### src/hw/rtl/sha_pkg.sv
// Shared types and constants for the SHA-256 stream hasher.
package sha_pkg;

    typedef enum logic [2:0] {
        ST_IDLE,
        ST_PAD,
        ST_ROUND,
        ST_ADD,
        ST_EMIT
    } state_t;

    localparam logic [7:0] PAD_MARK  = 8'h80;
    localparam logic [5:0] LENGTH_AT = 6'd56;

    localparam logic [31:0] ROUND_K [64] = '{
        32'h428a2f98, 32'h71374491, 32'hb5c0fbcf, 32'he9b5dba5,
        32'h3956c25b, 32'h59f111f1, 32'h923f82a4, 32'hab1c5ed5,
        32'hd807aa98, 32'h12835b01, 32'h243185be, 32'h550c7dc3,
        32'h72be5d74, 32'h80deb1fe, 32'h9bdc06a7, 32'hc19bf174,
        32'he49b69c1, 32'hefbe4786, 32'h0fc19dc6, 32'h240ca1cc,
        32'h2de92c6f, 32'h4a7484aa, 32'h5cb0a9dc, 32'h76f988da,
        32'h983e5152, 32'ha831c66d, 32'hb00327c8, 32'hbf597fc7,
        32'hc6e00bf3, 32'hd5a79147, 32'h06ca6351, 32'h14292967,
        32'h27b70a85, 32'h2e1b2138, 32'h4d2c6dfc, 32'h53380d13,
        32'h650a7354, 32'h766a0abb, 32'h81c2c92e, 32'h92722c85,
        32'ha2bfe8a1, 32'ha81a664b, 32'hc24b8b70, 32'hc76c51a3,
        32'hd192e819, 32'hd6990624, 32'hf40e3585, 32'h106aa070,
        32'h19a4c116, 32'h1e376c08, 32'h2748774c, 32'h34b0bcb5,
        32'h391c0cb3, 32'h4ed8aa4a, 32'h5b9cca4f, 32'h682e6ff3,
        32'h748f82ee, 32'h78a5636f, 32'h84c87814, 32'h8cc70208,
        32'h90befffa, 32'ha4506ceb, 32'hbef9a3f7, 32'hc67178f2
    };

    localparam logic [31:0] INIT_HASH [8] = '{
        32'h6a09e667, 32'hbb67ae85, 32'h3c6ef372, 32'ha54ff53a,
        32'h510e527f, 32'h9b05688c, 32'h1f83d9ab, 32'h5be0cd19
    };

    function automatic logic [31:0] rotr(input logic [31:0] x, input int n);
        rotr = (x >> n) | (x << (32 - n));
    endfunction

endpackage

### src/hw/rtl/sha_round.sv
// One SHA-256 round with on-the-fly message schedule, shared by all 64 rounds.
module sha_round (
    input  logic [31:0] v_in [8],
    input  logic [31:0] w_in [16],
    input  logic [5:0]  round,
    output logic [31:0] v_out [8],
    output logic [31:0] w_out [16]
);
    logic [31:0] t1, t2, s0, s1, wn, wr;

    always_comb
    begin
        // schedule word: window slot 0 holds w[i]
        wr = w_in[0];
        s0 = sha_pkg::rotr(w_in[1], 7) ^ sha_pkg::rotr(w_in[1], 18) ^ (w_in[1] >> 3);
        s1 = sha_pkg::rotr(w_in[14], 17) ^ sha_pkg::rotr(w_in[14], 19) ^ (w_in[14] >> 10);
        wn = w_in[0] + s0 + w_in[9] + s1;
        for (int i = 0; i < 15; i++)
        begin
            w_out[i] = w_in[i + 1];
        end
        w_out[15] = wn;
        t1 = v_in[7] + (sha_pkg::rotr(v_in[4], 6) ^ sha_pkg::rotr(v_in[4], 11)
             ^ sha_pkg::rotr(v_in[4], 25)) + ((v_in[4] & v_in[5]) ^ (~v_in[4] & v_in[6]))
             + sha_pkg::ROUND_K[round] + wr;
        t2 = (sha_pkg::rotr(v_in[0], 2) ^ sha_pkg::rotr(v_in[0], 13)
             ^ sha_pkg::rotr(v_in[0], 22))
             + ((v_in[0] & v_in[1]) ^ (v_in[0] & v_in[2]) ^ (v_in[1] & v_in[2]));
        v_out[7] = v_in[6];
        v_out[6] = v_in[5];
        v_out[5] = v_in[4];
        v_out[4] = v_in[3] + t1;
        v_out[3] = v_in[2];
        v_out[2] = v_in[1];
        v_out[1] = v_in[0];
        v_out[0] = t1 + t2;
    end
endmodule

### src/hw/rtl/sha256_stream_hasher.sv
// Top level of the SHA-256 stream hasher: byte intake, padding, rounds, digest output.
//
// Input channel s_axis: one request per message byte (tuser = mode 0) or a
// finish request (tuser = 1). tdata carries the byte.
// Output channel m_axis: eight digest words, most significant first;
// tuser carries the word index, tlast marks the eighth word.
// The 64th data byte of a block starts the 64-round compression: one round
// per cycle through the shared round unit, then an add into the hash.
// A finish request takes one padding pass (up to 64 pad bytes), one or two
// compressions, then eight digest words gated by m_axis_tready.
// s_axis_tready is low whenever the sequencer is not idle; a stalled receiver
// holds the current digest word and the block takes nothing meanwhile.
// Reset loads the standard initial hash and clears the byte counts; the byte
// window is not cleared, since padding writes every byte that gets read.
module sha256_stream_hasher (
    input  logic        clk,
    input  logic        rst_n,
    input  logic        s_axis_tvalid,
    output logic        s_axis_tready,
    input  logic [7:0]  s_axis_tdata,   // [7:0] data_byte
    input  logic        s_axis_tuser,   // [0] mode
    output logic        m_axis_tvalid,
    input  logic        m_axis_tready,
    output logic [31:0] m_axis_tdata,   // [31:0] digest_word
    output logic [2:0]  m_axis_tuser,   // [2:0] word_index
    output logic        m_axis_tlast    // last_word
);
    sha_pkg::state_t state_reg, state_next;

    logic [31:0] hash_reg [8];
    logic [31:0] v_reg [8];
    logic [31:0] w_reg [16];
    logic [31:0] v_rnd [8];
    logic [31:0] w_rnd [16];
    logic [5:0]  fill_reg;
    logic [54:0] blocks_reg;    // full-block count; message bits = blocks*512 + fill*8
    logic [5:0]  round_reg;
    logic [2:0]  idx_reg;
    logic        fin_reg;       // compression belongs to a finish
    logic        len_blk_reg;   // length field goes in the block being padded
    logic [63:0] bits_reg;

    logic        acc;
    logic        wr_en;
    logic [5:0]  wr_addr;
    logic [7:0]  wr_data;
    logic        start_cmp;

    assign acc = s_axis_tvalid && s_axis_tready;
    assign s_axis_tready = (state_reg == sha_pkg::ST_IDLE);
    assign m_axis_tvalid = (state_reg == sha_pkg::ST_EMIT);
    assign m_axis_tdata  = hash_reg[idx_reg];
    assign m_axis_tuser  = idx_reg;
    assign m_axis_tlast  = (idx_reg == 3'd7);

    sha_round u_round (
        .v_in  (v_reg),
        .w_in  (w_reg),
        .round (round_reg),
        .v_out (v_rnd),
        .w_out (w_rnd)
    );

    // padding byte for the current fill position
    logic [7:0] pad_byte;
    always_comb
    begin
        if (len_blk_reg && fill_reg >= sha_pkg::LENGTH_AT)
        begin
            pad_byte = bits_reg[{~fill_reg[2:0], 3'b000} +: 8];
        end
        else
        begin
            pad_byte = 8'h00;
        end
    end

    always_comb
    begin
        state_next = state_reg;
        wr_en      = 1'b0;
        wr_addr    = fill_reg;
        wr_data    = s_axis_tdata;
        start_cmp  = 1'b0;
        case (state_reg)
            sha_pkg::ST_IDLE:
            begin
                if (acc)
                begin
                    wr_en = 1'b1;
                    if (s_axis_tuser)
                    begin
                        wr_data = sha_pkg::PAD_MARK;
                        if (fill_reg == 6'd63)
                        begin
                            start_cmp  = 1'b1;
                            state_next = sha_pkg::ST_ROUND;
                        end
                        else
                        begin
                            state_next = sha_pkg::ST_PAD;
                        end
                    end
                    else if (fill_reg == 6'd63)
                    begin
                        start_cmp  = 1'b1;
                        state_next = sha_pkg::ST_ROUND;
                    end
                end
            end
            sha_pkg::ST_PAD:
            begin
                wr_en   = 1'b1;
                wr_data = pad_byte;
                if (fill_reg == 6'd63)
                begin
                    start_cmp  = 1'b1;
                    state_next = sha_pkg::ST_ROUND;
                end
            end
            sha_pkg::ST_ROUND:
            begin
                if (round_reg == 6'd63)
                begin
                    state_next = sha_pkg::ST_ADD;
                end
            end
            sha_pkg::ST_ADD:
            begin
                if (!fin_reg)
                begin
                    state_next = sha_pkg::ST_IDLE;
                end
                else if (len_blk_reg)
                begin
                    state_next = sha_pkg::ST_EMIT;
                end
                else
                begin
                    state_next = sha_pkg::ST_PAD;
                end
            end
            sha_pkg::ST_EMIT:
            begin
                if (m_axis_tready && idx_reg == 3'd7)
                begin
                    state_next = sha_pkg::ST_IDLE;
                end
            end
            default:
            begin
                state_next = sha_pkg::ST_IDLE;
            end
        endcase
    end

    always_ff @(posedge clk or negedge rst_n)
    begin
        if (!rst_n)
        begin
            state_reg   <= sha_pkg::ST_IDLE;
            fill_reg    <= '0;
            blocks_reg  <= '0;
            round_reg   <= '0;
            idx_reg     <= '0;
            fin_reg     <= 1'b0;
            len_blk_reg <= 1'b0;
            for (int i = 0; i < 8; i++)
            begin
                hash_reg[i] <= sha_pkg::INIT_HASH[i];
            end
        end
        else
        begin
            state_reg <= state_next;
            if (wr_en)
            begin
                fill_reg <= fill_reg + 6'd1;
                // bytes fill the schedule window big-endian within each word
                w_reg[wr_addr[5:2]][{~wr_addr[1:0], 3'b000} +: 8] <= wr_data;
            end
            if (acc && s_axis_tuser)
            begin
                fin_reg     <= 1'b1;
                // length fits when the marker lands before the length field
                len_blk_reg <= (fill_reg < sha_pkg::LENGTH_AT);
                bits_reg    <= {blocks_reg, fill_reg, 3'b000};
            end
            if (acc && !s_axis_tuser && fill_reg == 6'd63)
            begin
                blocks_reg <= blocks_reg + 55'd1;
            end
            if (start_cmp)
            begin
                round_reg <= '0;
                for (int i = 0; i < 8; i++)
                begin
                    v_reg[i] <= hash_reg[i];
                end
            end
            else if (state_reg == sha_pkg::ST_ROUND)
            begin
                round_reg <= round_reg + 6'd1;
                v_reg     <= v_rnd;
                w_reg     <= w_rnd;
            end
            if (state_reg == sha_pkg::ST_ADD)
            begin
                for (int i = 0; i < 8; i++)
                begin
                    hash_reg[i] <= hash_reg[i] + v_reg[i];
                end
                if (fin_reg && !len_blk_reg)
                begin
                    // second pass writes zeros then the length
                    len_blk_reg <= 1'b1;
                end
                idx_reg <= '0;
            end
            if (state_reg == sha_pkg::ST_EMIT && m_axis_tready)
            begin
                idx_reg <= idx_reg + 3'd1;
                if (idx_reg == 3'd7)
                begin
                    fin_reg    <= 1'b0;
                    blocks_reg <= '0;
                    fill_reg   <= '0;
                    for (int i = 0; i < 8; i++)
                    begin
                        hash_reg[i] <= sha_pkg::INIT_HASH[i];
                    end
                end
            end
        end
    end

    a_ready_idle: assert property (@(posedge clk) disable iff (!rst_n)
        s_axis_tready |-> !m_axis_tvalid) else $error("ready while emitting");
    a_round_run: assert property (@(posedge clk) disable iff (!rst_n)
        (state_reg == sha_pkg::ST_ROUND && round_reg != 6'd63)
        |=> state_reg == sha_pkg::ST_ROUND) else $error("round loop cut short");
    a_emit_fin: assert property (@(posedge clk) disable iff (!rst_n)
        m_axis_tvalid |-> fin_reg && len_blk_reg) else $error("digest before padding");
    a_idx_hold: assert property (@(posedge clk) disable iff (!rst_n)
        (m_axis_tvalid && !m_axis_tready) |=> $stable(idx_reg)) else $error("index moved");
endmodule
### config.mk
export PLATFORM = sky130hd
export DESIGN_NAME = sha256_stream_hasher
export DESIGN_NICKNAME = d
export VERILOG_FILES = /design/src/hw/rtl/sha_pkg.sv /design/src/hw/rtl/sha_round.sv /design/src/hw/rtl/sha256_stream_hasher.sv
export SDC_FILE = /design/constraint.sdc
export NUM_CORES = 2
export LEC_CHECK = 0
export ABC_AREA = 1
export BUFFER_PORTS_ARGS = -buffer_cell sky130_fd_sc_hd__buf_2
export CORE_ASPECT_RATIO = 2
export CORE_MARGIN = 2
export CORE_UTILIZATION = 35
export DETAILED_ROUTE_END_ITERATION = 6
export HOLD_SLACK_MARGIN = 0.06
export PLACE_DENSITY_LB_ADDON = 0.1
export SYNTH_ARGS = -nofsm -noshare
export SYNTH_HDL_FRONTEND = slang
export SYNTH_SLANG_ARGS = --single-unit
### constraint.sdc
create_clock -name clk -period 32.6 [get_ports clk]
set_input_delay 1.63 -clock clk [delete_from_list [all_inputs] [get_ports clk]]
set_output_delay 1.63 -clock clk [all_outputs]
set_load 0.05 [all_outputs]
==> run_results.csv <==
group,metric,value,unit
outcome,status,"complete, but fails checks",
outcome,violations,"capacitance limit, slew limit",
route,wire_per_inst,34.8,um
die,fp.dieW,359,um
clocking,cts_tree,"yes",
synth,synth-async-reset-ratio,28.5,%
synth,synth_edf_count,829,
synth,synth_top_flop_cell,"edfxtp_1",
final_layout,drive_gt1_share,6.75,%
setup_path,crit_top_cell,"nand2_1",
final_layout,final.fill_count,26500,
die,coreArea,250000,um^2
placement,hpwl,398000,um
synth,syn_inst,11400,
synth,synth_most_common_cell,"nand2_1",
setup_path,slowest_stage,"dfrtp_1",
synth,ys_top_cells_by_area,"edfxtp_1 28%, nand2_1 9.0%, a21oi_1 8.0%, o21ai_0 6.5%, inv_1 6.3%",
clocking,post_cts.repair.setup_buffers,0,
global_route,overflow,0,
synth,synth-seq-cells,1160,
timing,timing.final.hold_violations,0,
synth,syn_avg_cell_area,7.75,um^2
die,num_rows,260,
timing,fin_crit_sh,29.7,%
timing,fin_crit,9.68,ns
route,routed_wl,509000,um
clocking,clock_latency,0.86,ns
timing,tightest_slew,1.74,ns
clocking,cts-root-buf,"clkbuf_16",
clocking,cts_resized,0,
timing,rsz0062_at_grt,"false",
route,drtAntennaViolNets,0,
clocking,cts-htree-levels,4,
die,dieArea,256000,um^2
synth,synthTopCellsByCount,"2,114 x nand2_1, 1,472 x inv_1, 1,411 x a21oi_1, 1,146 x o21ai_0, 991 x nor2_1",
timing,fmax,0.103,GHz
clocking,cts_buffers,141,
synth,yosys_warnings,0,
synth,synth_fp_nets,12000,
final_layout,nets,11900,
setup_path,cp.required,33.18,ns
synth,synth_cell_types,67,
setup_path,cp-end-kind,"flip-flop",
timing,maxSlewViolCount,10,
global_route,grt_first_pass_wirelength,693000,um
global_route,grt_max_degree,163,
clocking,clk_pin_slew,0.07,ns
setup_path,critPathMaxFanout,14,
final_layout,largest_reg_flops,512,
global_route,antenna_found_initial,28,
clocking,cts.path.max_buffers,4,
route,drc,0,
clocking,numClockSinks,1160,
route,drt_iter0_markers,6970,
die,fp.dieH,714,um
synth,syn_area,88200,um^2
timing,holdWs,0.475,ns
min_path,hold_path.class,"reg2reg",
route,vias,84400,
global_route,grt_pass1_vias,85900,
setup_path,cp-start-kind,"flip-flop",
synth,synth_top_cell_area_share,28.2,%
synth,synth_top_cell_by_area,"edfxtp_1",
flow_run,drv_cap,5,
synth,synth_seq_area_share,37.8,%
setup_path,critPathMaxStageDelay,0.80,ns
timing,setup_viol,0,
global_route,grt_usage,39.1,%
placement,port-buffer-count,50,
timing,max_slew_margin,-15.8,%
die,io_pins,51,
setup_path,cp_data_arrival_time,10.25,ns
route,drtPass1Iterations,6,
timing,tns,0,ns
timing,finalClockSkew,0.0577,ns
route,via_per_inst,5.76,
setup_path,worstSetupPathType,"reg2reg",
placement,gp_congestion,1.09,
clocking,ctsHoldBuffers,0,
final_layout,area_growth,9.50,%
die,start_util,35.2,%
[final timing paths]
kind                            slack [ns]      startpoint       endpoint  cells after the start
worst max-delay path                 22.92    round_reg[0]     v_reg[122]                     35
worst min-delay path                  0.48  blocks_reg[54]   bits_reg[63]                      0
worst max register to register       22.92    round_reg[0]     v_reg[122]                     35
worst min register to register        0.48  blocks_reg[54]   bits_reg[63]                      0
max in group asynchronous            28.71           rst_n   hash_reg[68]                      5
min in group asynchronous             0.69           rst_n  hash_reg[222]                      1
[through the flow]
stage / area [um^2] / util [%] / instances / worst slack, ns
3_5_place_dp: 92000 / 36.7 / 14400 / 23.43
4_1_cts: 96300 / 38.5 / 14600 / 23.34
6_report: 96500 / 38.5 / 14600 / 22.92
2_1_floorplan: 88200 / - / 11400 / 18.65
5_1_grt: 96500 / 38.5 / 14600 / 22.81
3_3_place_gp: 92000 / 36.7 / 14400 / 23.32
[layout by cell type, fill, tap and decap left out, types with 31 or more instances in the layout]
master	n
nor2_1	989
nor3_1	100
o21bai_1	93
buf_4	156
nand4_1	81
nand2_1	2114
a31oi_1	102
edfxtp_1	829
a21oi_1	1411
o21ai_0	1129
inv_2	36
nor4_1	37
clkinv_1	31
o211ai_1	153
a21o_1	59
a22oi_1	77
ha_1	401
xor2_1	202
clkbuf_16	143
dfstp_2	136
o221ai_1	33
or2_2	39
dfrtp_1	193
fa_1	195
o21ai_1	37
inv_1	1472
buf_2	49
nand3_1	433
clkbuf_1	31
nor2_2	52
xnor2_1	191
[layout make-up]
cell class | instances | area (um^2) | area share [%]
clock inverters | 66 | 592 | 0.613
inverters | 1524 | 5760 | 5.96
diodes | 25 | 62.6 | 0.0648
repair buffers | 217 | 1660 | 1.72
clock buffers | 179 | 3750 | 3.89
multi-input cells | 8200 | 47300 | 49.0
well taps | 3275 | 4100 | 4.24
flip-flops and latches | 1160 | 33400 | 34.5
[logic make-up (layout without fill, tap and decap cells)]
| logic type | Yosys count | count (layout) | share of synthesized area, % |
|---|---|---|---|
| other cells | 0 | 25 | 0 |
| fa+ha+maj | 616 | 616 | 10.3 |
| flops | 1160 | 1160 | 37.8 |
| buf+inv | 2018 | 1986 | 8.78 |
| xor+xnor | 394 | 394 | 3.91 |
| simple gates | 3932 | 3932 | 18.7 |
| mux | 20 | 20 | 0.227 |
| compound gates | 3238 | 3238 | 20.2 |
[per-layer routing]
| metal | part of all wire [%] | global-route usage (%) | vias up | wire [um] |
|---|---|---|---|---|
| li1 | - | - | 38100 | - |
| met1 | 27 | 30.8 | 41100 | 139000 |
| met2 | 52 | 71.8 | 3374 | 263000 |
| met3 | 4.6 | 6.73 | 1843 | 23700 |
| met4 | 16 | 51.7 | 10 | 83700 |
| met5 | 0.012 | 0 | - | 61 |
[worst max-delay path, delay by kind of cell, from the launching register on]
kind | cells | cell delay, ns
DFF | 1 | 0.80
and+or+nand+nor | 14 | 2.70
AOI/OAI and AO/OA | 8 | 2.59
xor gates and xnor gates | 1 | 0.47
adders and majority gates | 5 | 2.07
buffers and inverters | 7 | 0.74
Power is left out: the tool's default activity adds up to more than one toggle a clock period on the data nets, which glitch-free logic cannot reach.
